## src/hdl/lifeb_pkg.sv

```systemverilog
package lifeb_pkg;

    // Default board dimension (rows and columns of storage)
    localparam int MAX_GRID_DEF = 64;

    // Register defaults and widths
    localparam int            GRID_W     = 7;
    localparam logic [6:0]    GRID_RESET = 7'd64;

    // Word index of the grid_size register on the config port
    localparam logic          REG_GRID_SIZE = 1'b0;

    // Item opcodes
    typedef enum logic [1:0] {
        MODE_PRESS   = 2'd0,
        MODE_RELEASE = 2'd1,
        MODE_STEP    = 2'd2,
        MODE_READ    = 2'd3
    } t_mode;

    // Sequencer states
    typedef enum logic [1:0] {
        ST_IDLE,
        ST_SWEEP,
        ST_DONE
    } t_state;

    // Row-level control for the rule unit
    typedef struct packed {
        logic row_on;   // current row lies inside the active square
        logic nxt_on;   // row below lies inside the active square
    } t_rule_ctl;

    // B3/S23 rule on eight neighbor bits
    function automatic logic life_next(input logic [7:0] nb, input logic alive);
        logic [3:0] cnt;
        cnt = '0;
        for (int k = 0; k < 8; k++) begin
            cnt = cnt + {3'b000, nb[k]};
        end
        return (cnt == 4'd3) || (alive && (cnt == 4'd2));
    endfunction

endpackage

```

## src/hdl/lifeb_row_rule.sv

```systemverilog
// Next generation of one row from a three-row window
module lifeb_row_rule #(
    parameter int WIDTH = lifeb_pkg::MAX_GRID_DEF
) (
    input  logic [WIDTH-1:0]   i_prev,
    input  logic [WIDTH-1:0]   i_cur,
    input  logic [WIDTH-1:0]   i_nxt,
    input  logic [WIDTH-1:0]   i_col_on,
    input  lifeb_pkg::t_rule_ctl i_ctl,
    output logic [WIDTH-1:0]   o_next
);

    // Dead padding on both sides; columns outside the square count as dead
    logic [WIDTH+1:0] w_pe;
    logic [WIDTH+1:0] w_me;
    logic [WIDTH+1:0] w_de;

    assign w_pe = {1'b0, i_prev & i_col_on, 1'b0};
    assign w_me = {1'b0, i_cur & i_col_on, 1'b0};
    assign w_de = {1'b0, i_nxt & i_col_on & {WIDTH{i_ctl.nxt_on}}, 1'b0};

    for (genvar c = 0; c < WIDTH; c++) begin : g_col
        logic [7:0] w_nb;
        assign w_nb = {w_pe[c], w_pe[c+1], w_pe[c+2],
                       w_me[c],            w_me[c+2],
                       w_de[c], w_de[c+1], w_de[c+2]};
        // cells outside the square keep their value
        assign o_next[c] = (i_ctl.row_on && i_col_on[c]) ?
                           lifeb_pkg::life_next(w_nb, i_cur[c]) : i_cur[c];
    end

endmodule

```

## config.mk

```make
export PLATFORM = sky130hd
export DESIGN_NAME = lifeb_row_rule
export DESIGN_NICKNAME = d
export VERILOG_FILES = /design/src/hdl/lifeb_pkg.sv /design/src/hdl/lifeb_row_rule.sv
export SDC_FILE = /design/constraint.sdc
export NUM_CORES = 1
export LEC_CHECK = 0
export ABC_CLOCK_PERIOD_IN_PS = 6500
export BUFFER_PORTS_ARGS = -buffer_cell sky130_fd_sc_hd__clkbuf_2
export CAP_MARGIN = 20
export CELL_PAD_IN_SITES_DETAIL_PLACEMENT = 1
export CELL_PAD_IN_SITES_GLOBAL_PLACEMENT = 2
export CORE_UTILIZATION = 34
export DETAILED_ROUTE_END_ITERATION = 8
export MAX_ROUTING_LAYER = met4
export PLACE_DENSITY = 0.83
export SYNTH_ARGS = -nofsm -noshare
export SYNTH_HDL_FRONTEND = slang
export SYNTH_SLANG_ARGS = --single-unit
```

## constraint.sdc

```tcl
create_clock -name vclk -period 6.5
set_input_delay 1.3 -clock vclk [all_inputs]
set_output_delay 1.3 -clock vclk [all_outputs]
set_load 0.1 [all_outputs]
```

==> metrics <==
status=finished clean; DRT antenna net count=0; most frequent cells in the layout=258 x clkbuf_2, 252 x fa_1, 188 x ha_1, 180 x nand2_1, 151 x inv_1; via count=10130; vias in the first global route=12060; max-cap check violation count=0; share of layout cells above drive strength 1=0.2538; core region area=33530 sq um; largest family of logic cells by synthesized area=adder cells; final setup vio count=0; Pwr Density=125.6 nW/um^2; Rows=67; Final Core Density=0.4640; Die X=186.6 microns; Pre-antenna DRT Iters=4; main area contributors after synthesis=fa_1 44%, ha_1 20%, and2_1 6.3%, nand2_1 5.8%, inv_1 4.9%; Max VDD drop=0.00008681 V; Final Critical Period=6330 ps; Worst path most repeated cell=fa_1; WP data arrival=5030 ps; TNS Setup=0 ps; crit path to=o_next[12]; Compound-Gate Fraction of Synth Area=0.1401; commonest non-fill, non-tap cell in the layout=clkbuf_2; Area Growth Syn to Fin=34.24%; worst setup path start=i_ctl[0]; first-pass GRT wire length=59050 microns; Synth Warn #=0; crit path kind=in -> out; die area=34830 sq um; dpl cell area=15550 sq um; antenna violations before repair=2; wire per inst=17.25 microns; final setup margin=170.5 ps; largest net degree at the start of global routing=43; Reg area=0 sq um; Slew headroom=0.5726; delay of the slowest cell on the worst path=590 ps; FMAX=0.1580 GHz; Yosys cell types=22; Initial DRC Count=180; Crit-path slowest cell=fa_1; layout net count=2233; Starting Density=0.3456; Leakage=0.007969 uW; register area share after synthesis=0; Post-Syn Area=11590 sq um; postcts setup bufs=0; grt ovf=0; Syn Nets=1917; post-DP HPWL=32170 microns; area leader, netlist=fa_1; Setup WS pre-CTS=147.9 ps; Crit Path Max Fanout=19; Cells after Synth=1219; vias per cell=5.105; Simple-Gate Fraction of Synth Area=0.1667; gpl congestion=0.8767; XOR/XNOR Fraction of Synth Area=0; post-synthesis mux area share=0; io pins=322; clk_buf instances=0; Final Routed Wirelength=34230 microns; worst slew pin tran=641.2 ps; RSZ-0062 raised after global routing=no; Tot GR Track Use=0.2097; crit-path cells=buf_2 > buf_12 > and3_1 > fa_1 > fa_1 > fa_1 > ha_1 > fa_1 > o21ai_0 > a21o_1 > o31ai_4 > buf_12; cell area after layout=15560 sq um; fin crit share=0.9738; Fin. Hold Viols=0; Min Hold Slack=3014 ps; top cell type's share of synthesized area=0.4353; Adder-Cell Fraction of Synth Area=0.6382; Post-route DRC=0; Hold Crit Class=in -> out; Startpoint Class=input pin; fill cell total of the finished layout=3877; final slew viol count=0; Seq cells=0; die span in y=186.6 microns; Post-Syn Area per Cell=9.508 sq um; PortBufs=322; CP endpoint kind=output pin; CP required=5200 ps
==> where the power goes <==
group / switching, uW / total [uW] / internal (uW) / leakage (uW)
clock network: 0 / 0.0000618 / 0.0000618 / 0.0000000190
logic: 1170 / 1950 / 781 / 0.00797
registers: 0 / 0 / 0 / 0
total: 1170 / 1950 / 781 / 0.00797
==> cell type report <==
class                           count  area (sq um)  area share
Multi-Input combinational cell   1055         11790      0.7580
Timing Repair Buffer              327          2630      0.1690
Inverter                          151         566.8     0.03643
Tap cell                          448         560.5     0.03603
Antenna cell                        3         7.507   0.0004825
==> cells in the mapped netlist <==
cell type	n
nand2_1	180
a22o_1	1
nand3_1	2
o21ai_0	44
fa_1	252
and2_0	17
a211o_1	1
ha_1	188
buf_2	2
clkbuf_1	6
buf_4	5
o31a_1	17
o31ai_1	61
and3_1	62
nor4_1	1
o221ai_1	17
inv_1	151
and2_1	116
a31oi_1	48
a21o_1	44
nand2b_1	2
nor2_1	2
==> per-stage QoR <==
| step | cells | power (uW) |
|---|---|---|
| floorplan | 1219 | 1380 |
| finish | 1984 | 1954 |
| CTS | 1981 | 1991 |
| global route | 1983 | 2184 |
| detailed placement | 1981 | 1980 |
| global placement | 1981 | 1892 |
==> worst min path at each step <==
stage / from / endpoint / cells past startpoint
3_3_place_gp: i_cur[39] / o_next[39] / 4
3_5_place_dp: i_cur[35] / o_next[35] / 4
2_1_floorplan: i_cur[10] / o_next[10] / 2
4_1_cts: i_cur[39] / o_next[39] / 4
5_1_grt: i_cur[17] / o_next[17] / 4
6_report: i_cur[35] / o_next[35] / 4
==> cells by family (layout without fill, tap and decap cells) <==
group	Yosys count	in the layout
other	0	3
adder cells (fa/ha/maj)	440	440
buffers and inverters	164	478
AND/OR/NAND/NOR	382	382
AO/OA/AOI/OAI	233	233
==> routing by layer <==
layer	GRT usage	vias up	wire length (microns)	share of wire
met5	-	-	0	0
met4	0.02554	0	476	0.014
met3	0.02765	26	1687	0.049
met2	0.3839	229	17990	0.53
met1	0.2501	5068	14070	0.41
li1	-	4805	-	-
==> worst max-delay path: cells and delay by family <==
family                   cells  cell delay, ps
adder cells (fa/ha/maj)      5            2250
buffers and inverters        3             670
AO/OA/AOI/OAI                3             490
AND/OR/NAND/NOR              1             310
==> repair_timing <==
action,in CTS,in global routing
setup endpoints to repair,0,4
hold buffers,0,0
resized for setup,0,2
endpoints found under the hold margin,0,0
Power figures use the tool's default switching activity.
