**src/hdl/lifeb_pkg.sv**
```systemverilog
package lifeb_pkg;

    // Default board dimension (rows and columns of storage)
    localparam int MAX_GRID_DEF = 64;

    // Register defaults and widths
    localparam int            GRID_W     = 7;
    localparam logic [6:0]    GRID_RESET = 7'd64;

    // Word index of the grid_size register on the config port
    localparam logic          REG_GRID_SIZE = 1'b0;

    // Item opcodes
    typedef enum logic [1:0] {
        MODE_PRESS   = 2'd0,
        MODE_RELEASE = 2'd1,
        MODE_STEP    = 2'd2,
        MODE_READ    = 2'd3
    } t_mode;

    // Sequencer states
    typedef enum logic [1:0] {
        ST_IDLE,
        ST_SWEEP,
        ST_DONE
    } t_state;

    // Row-level control for the rule unit
    typedef struct packed {
        logic row_on;   // current row lies inside the active square
        logic nxt_on;   // row below lies inside the active square
    } t_rule_ctl;

    // B3/S23 rule on eight neighbor bits
    function automatic logic life_next(input logic [7:0] nb, input logic alive);
        logic [3:0] cnt;
        cnt = '0;
        for (int k = 0; k < 8; k++) begin
            cnt = cnt + {3'b000, nb[k]};
        end
        return (cnt == 4'd3) || (alive && (cnt == 4'd2));
    endfunction

endpackage

```
**src/hdl/lifeb_row_cell.sv**
```systemverilog
// One board row; shifts toward the head of the ring when enabled
module lifeb_row_cell #(
    parameter int WIDTH = lifeb_pkg::MAX_GRID_DEF
) (
    input  logic             i_clk,
    input  logic             i_rst_n,
    input  logic             i_shift,
    input  logic [WIDTH-1:0] i_row_in,
    output logic [WIDTH-1:0] o_row
);

    logic [WIDTH-1:0] r_row;

    always_ff @(posedge i_clk) begin
        if (!i_rst_n) begin
            r_row <= '0;
        end else if (i_shift) begin
            r_row <= i_row_in;
        end
    end

    assign o_row = r_row;

endmodule

```
**config.mk**
```make
export PLATFORM = sky130hd
export DESIGN_NAME = lifeb_row_cell
export DESIGN_NICKNAME = d
export VERILOG_FILES = /design/src/hdl/lifeb_pkg.sv /design/src/hdl/lifeb_row_cell.sv
export SDC_FILE = /design/constraint.sdc
export NUM_CORES = 1
export LEC_CHECK = 0
export BUFFER_PORTS_ARGS = -buffer_cell sky130_fd_sc_hd__buf_2
export CORE_ASPECT_RATIO = 0.6
export CORE_MARGIN = 2
export CORE_UTILIZATION = 45
export DETAILED_ROUTE_END_ITERATION = 6
export GPL_ROUTABILITY_DRIVEN = 0
export HOLD_SLACK_MARGIN = 0.03
export PLACE_DENSITY = 0.8
export SLEW_MARGIN = 25
export SYNTH_ARGS = -nofsm -noshare
export SYNTH_HDL_FRONTEND = slang
export SYNTH_SLANG_ARGS = --single-unit
export TNS_END_PERCENT = 5
```
**constraint.sdc**
```tcl
create_clock -name i_clk -period 2 [get_ports i_clk]
set_clock_uncertainty 0.15 [all_clocks]
set_input_delay 0.2 -clock i_clk [delete_from_list [all_inputs] [get_ports i_clk]]
set_output_delay 0.2 -clock i_clk [all_outputs]
set_load 0.01 [all_outputs]
```
==> Implementation_results.wiki <==
{| class="wikitable"
! Metric !! Value
|-
| 1st-iter DRT viols || 42
|-
| Total Wirelength || 6600 um
|-
| Worst setup EP type || primary output
|-
| Sort of element at the start of the critical path || register
|-
| Count of cells resized by post-cts repair || 0
|-
| Final critical-path share of the clock period || 0.593
|-
| Data arrival time at the worst-slack endpoint || between 0.8 and 0.9 ns
|-
| Number of global-route vias before repair || 2,175
|-
| Clock slew seen by the registers of the worst setup and hold paths || roughly 0.070 ns
|-
| Number of top-level pins || 131
|-
| DP Area || 3100 um^2
|-
| Power density normalized to cell area || 756 nW/um^2
|-
| Proportion of synthesized chip area in sequential cells || 0.523
|-
| Largest cells by area after synthesis || dfxtp_1, mux2i_1, nor2b_1, buf_8, clkbuf_1
|-
| Count of antenna diodes in the layout || 0
|-
| Final setup fails || 0
|-
| Die Ht || 61.2 um
|-
| Post-synth net total || 273
|-
| RSZ-0062 raised after global routing || no
|-
| DR vias/cell || 4.59
|-
| Minimum period implied by the final worst setup slack || roughly 1.2 ns
|-
| Maximum number of pins on one net before global-route repair || 65
|-
| Number of remaining DRC errors || 0
|-
| Met3 track utilization from global routing || 0.0863
|-
| Via count || ~2,200
|-
| List of cells traversed by the critical path || buf_2
|-
| Summed instance area of the synthesized netlist || approximately 2500 um^2
|-
| Commonest cells post-synth || dfxtp_1, mux2i_1, nor2b_1
|-
| Required time at the endpoint of the critical path || between 1.5 and 2 ns
|-
| Placeable core area || 5150 um^2
|-
| Max_cap viols || 0
|-
| Total die area || 6070 um^2
|-
| Hold WC Path Type || input pin to register
|-
| Origin of the critical flop-to-flop path || o_row[35]
|-
| Detailed Place HPWL || between 3000 and 4000 um
|-
| Number of flops mapped to enable cells by yosys || 0
|-
| Worst Path Class, Setup || register to primary output
|-
| Dominant cell type by area after synthesis || dfxtp_1
|-
| Highest ir drop seen on vdd || 469 uV
|-
| Worst Hold Launch || i_rst_n
|-
| Count of buffers inserted at the top-level ports || 130
|-
| Yosys warning total || 0
|-
| Clk_lat worst skew || around 0.33 ns
|-
| Global-route wire length before repair || around 10,000 um
|-
| Area delta synth->final || 60.6%
|-
| Number of flip-flops in the largest register || 64
|-
| Num CTS Buffers || 9
|-
| Number of instances in the synthesized netlist || 206
|-
| CTS Buffer Depth || 2
|-
| Headroom to the max-slew limit || 0.681
|-
| Combined flip-flop and latch cell area || 1280 um^2
|-
| Initial antenna violation count || 0
|-
| Total negative slack for setup checks || 0 ns
|-
| Critical path buffer and inverter count || 1
|-
| Overflow left after global routing || 0
|-
| Number of register bits inferred by synthesis || 64
|-
| Met2 routing resource usage after global routing || 0.403
|-
| Clock tree from TritonCTS || done
|-
| Leakage || approximately 2.0 nW
|-
| Count of unique library cells instantiated by Yosys || 7
|-
| Ys async rst share || 0
|-
| Count of antenna-violating nets left after detailed routing || 0
|-
| Fraction of layout instances using a drive strength above 1 || 0.361
|-
| Routed wire per std cell || 14.0 um
|-
| CTS Root Buffer Type || clkbuf_8
|-
| Crit-path max FO || 2
|-
| Multi-input gate area || 1040 um^2
|-
| # fillers || 350
|-
| Max Clk Rate || 844 MHz
|-
| Total number of placement rows || 20
|-
| Die extent in x || 99.3 um
|-
| Cell type of the slowest stage on the worst timing path || dfxtp_1
|-
| Deepest level of the CTS H-tree || 3
|-
| Post-synth top area share || 0.523
|-
| Number of buffers inserted by post-CTS setup repair || 0
|-
| Summed area of non-filler cells in the final layout || 3940 um^2
|-
| Stage delay of the slowest cell on the critical path || 0.36 ns
|-
| Pins Over Slew Limit || 0
|-
| Overall routing resource usage || 0.223
|-
| Synthesized area per cell || ~12 um^2
|-
| Outcome || complete, no violations
|-
| Nets || 466
|-
| Worst Max-Slew Pin Slew || 0.478 ns
|-
| Number of optimization iterations in the first detailed-route pass || 4
|-
| Starting utilization of the core area || 0.475
|-
| Source of the critical timing path || o_row[41]
|-
| Most used flip-flop cell after synthesis || dfxtp_1
|-
| Global-route track usage on met1 || 0.248
|-
| Gr busiest metal || met2
|-
| Sink count of the clock tree || 64
|-
| Fin. Hold Viols || 0
|-
| Crit-path leading delay family || flip-flops
|}
-- final cells by class --
cell class | instances | area share
timing repair buffer | 196 | 0.339
sequential | 64 | 0.325
multi-input combinational | 128 | 0.264
clock buffer | 13 | 0.0404
tap | 66 | 0.0210
clock inverter | 3 | 0.0102
-- final timing paths --
path	end	slack (ns)	cells after the start
max reg2reg	o_row[35]	1.16	2
min	o_row[7]	0.22	2
min reg2reg	o_row[10]	0.36	2
max	o_row[41]	0.81	1
-- metal layers --
metal / part of all wire / vias to the layer above / routed length [um]
met3: 0.082 / 8 / 542
met5: 0 / - / 0
met4: 0.011 / 0 / 70
met1: 0.42 / 984 / 2800
met2: 0.48 / 95 / 3180
li1: - / 1069 / -
-- cells in the final DEF (no fill, tap or decap) --
| cell type | instances |
|---|---|
| dfxtp_1 | 64 |
| bufinv_16 | 1 |
| dlygate4sd3_1 | 64 |
| clkinv_2 | 2 |
| buf_2 | 129 |
| buf_12 | 2 |
| mux2i_1 | 64 |
| nor2b_1 | 64 |
| clkbuf_1 | 2 |
| clkbuf_8 | 11 |
| buf_4 | 1 |
-- stage by stage --
step	std cells	hold WS, ns	total power, mW	util	setup WS, ns
final	470	0.221	2.98	0.764	0.815
after global routing	470	0.239	3.10	0.764	0.771
after CTS	470	0.199	2.99	0.764	0.813
after detailed placement	390	0.314	1.78	0.601	0.702
after global placement	390	0.303	1.78	0.601	0.756
after floorplan	206	0.219	1.63	-	1.00
-- timing repair --
| action | in CTS | in global routing |
|---|---|---|
| endpoints found under the hold margin | 64 | 0 |
| endpoints found under the setup margin | 0 | 0 |
| hold buffers | 64 | 0 |
-- cells by family (layout without fill, tap and decap cells) --
| family | count (synthesis) | in the layout | share of synthesized area |
|---|---|---|---|
| flops | 64 | 64 | 0.523 |
| mux | 64 | 64 | 0.261 |
| buf+inv | 14 | 212 | 0.0526 |
| simple gates | 64 | 64 | 0.163 |
-- power breakdown --
part,total [mW],internal [mW],switching [mW]
Combinational,0.477,0.278,0.199
Clock,1.11,0.641,0.468
Sequential,1.39,1.35,0.0393
Power figures use the tool's default switching activity.
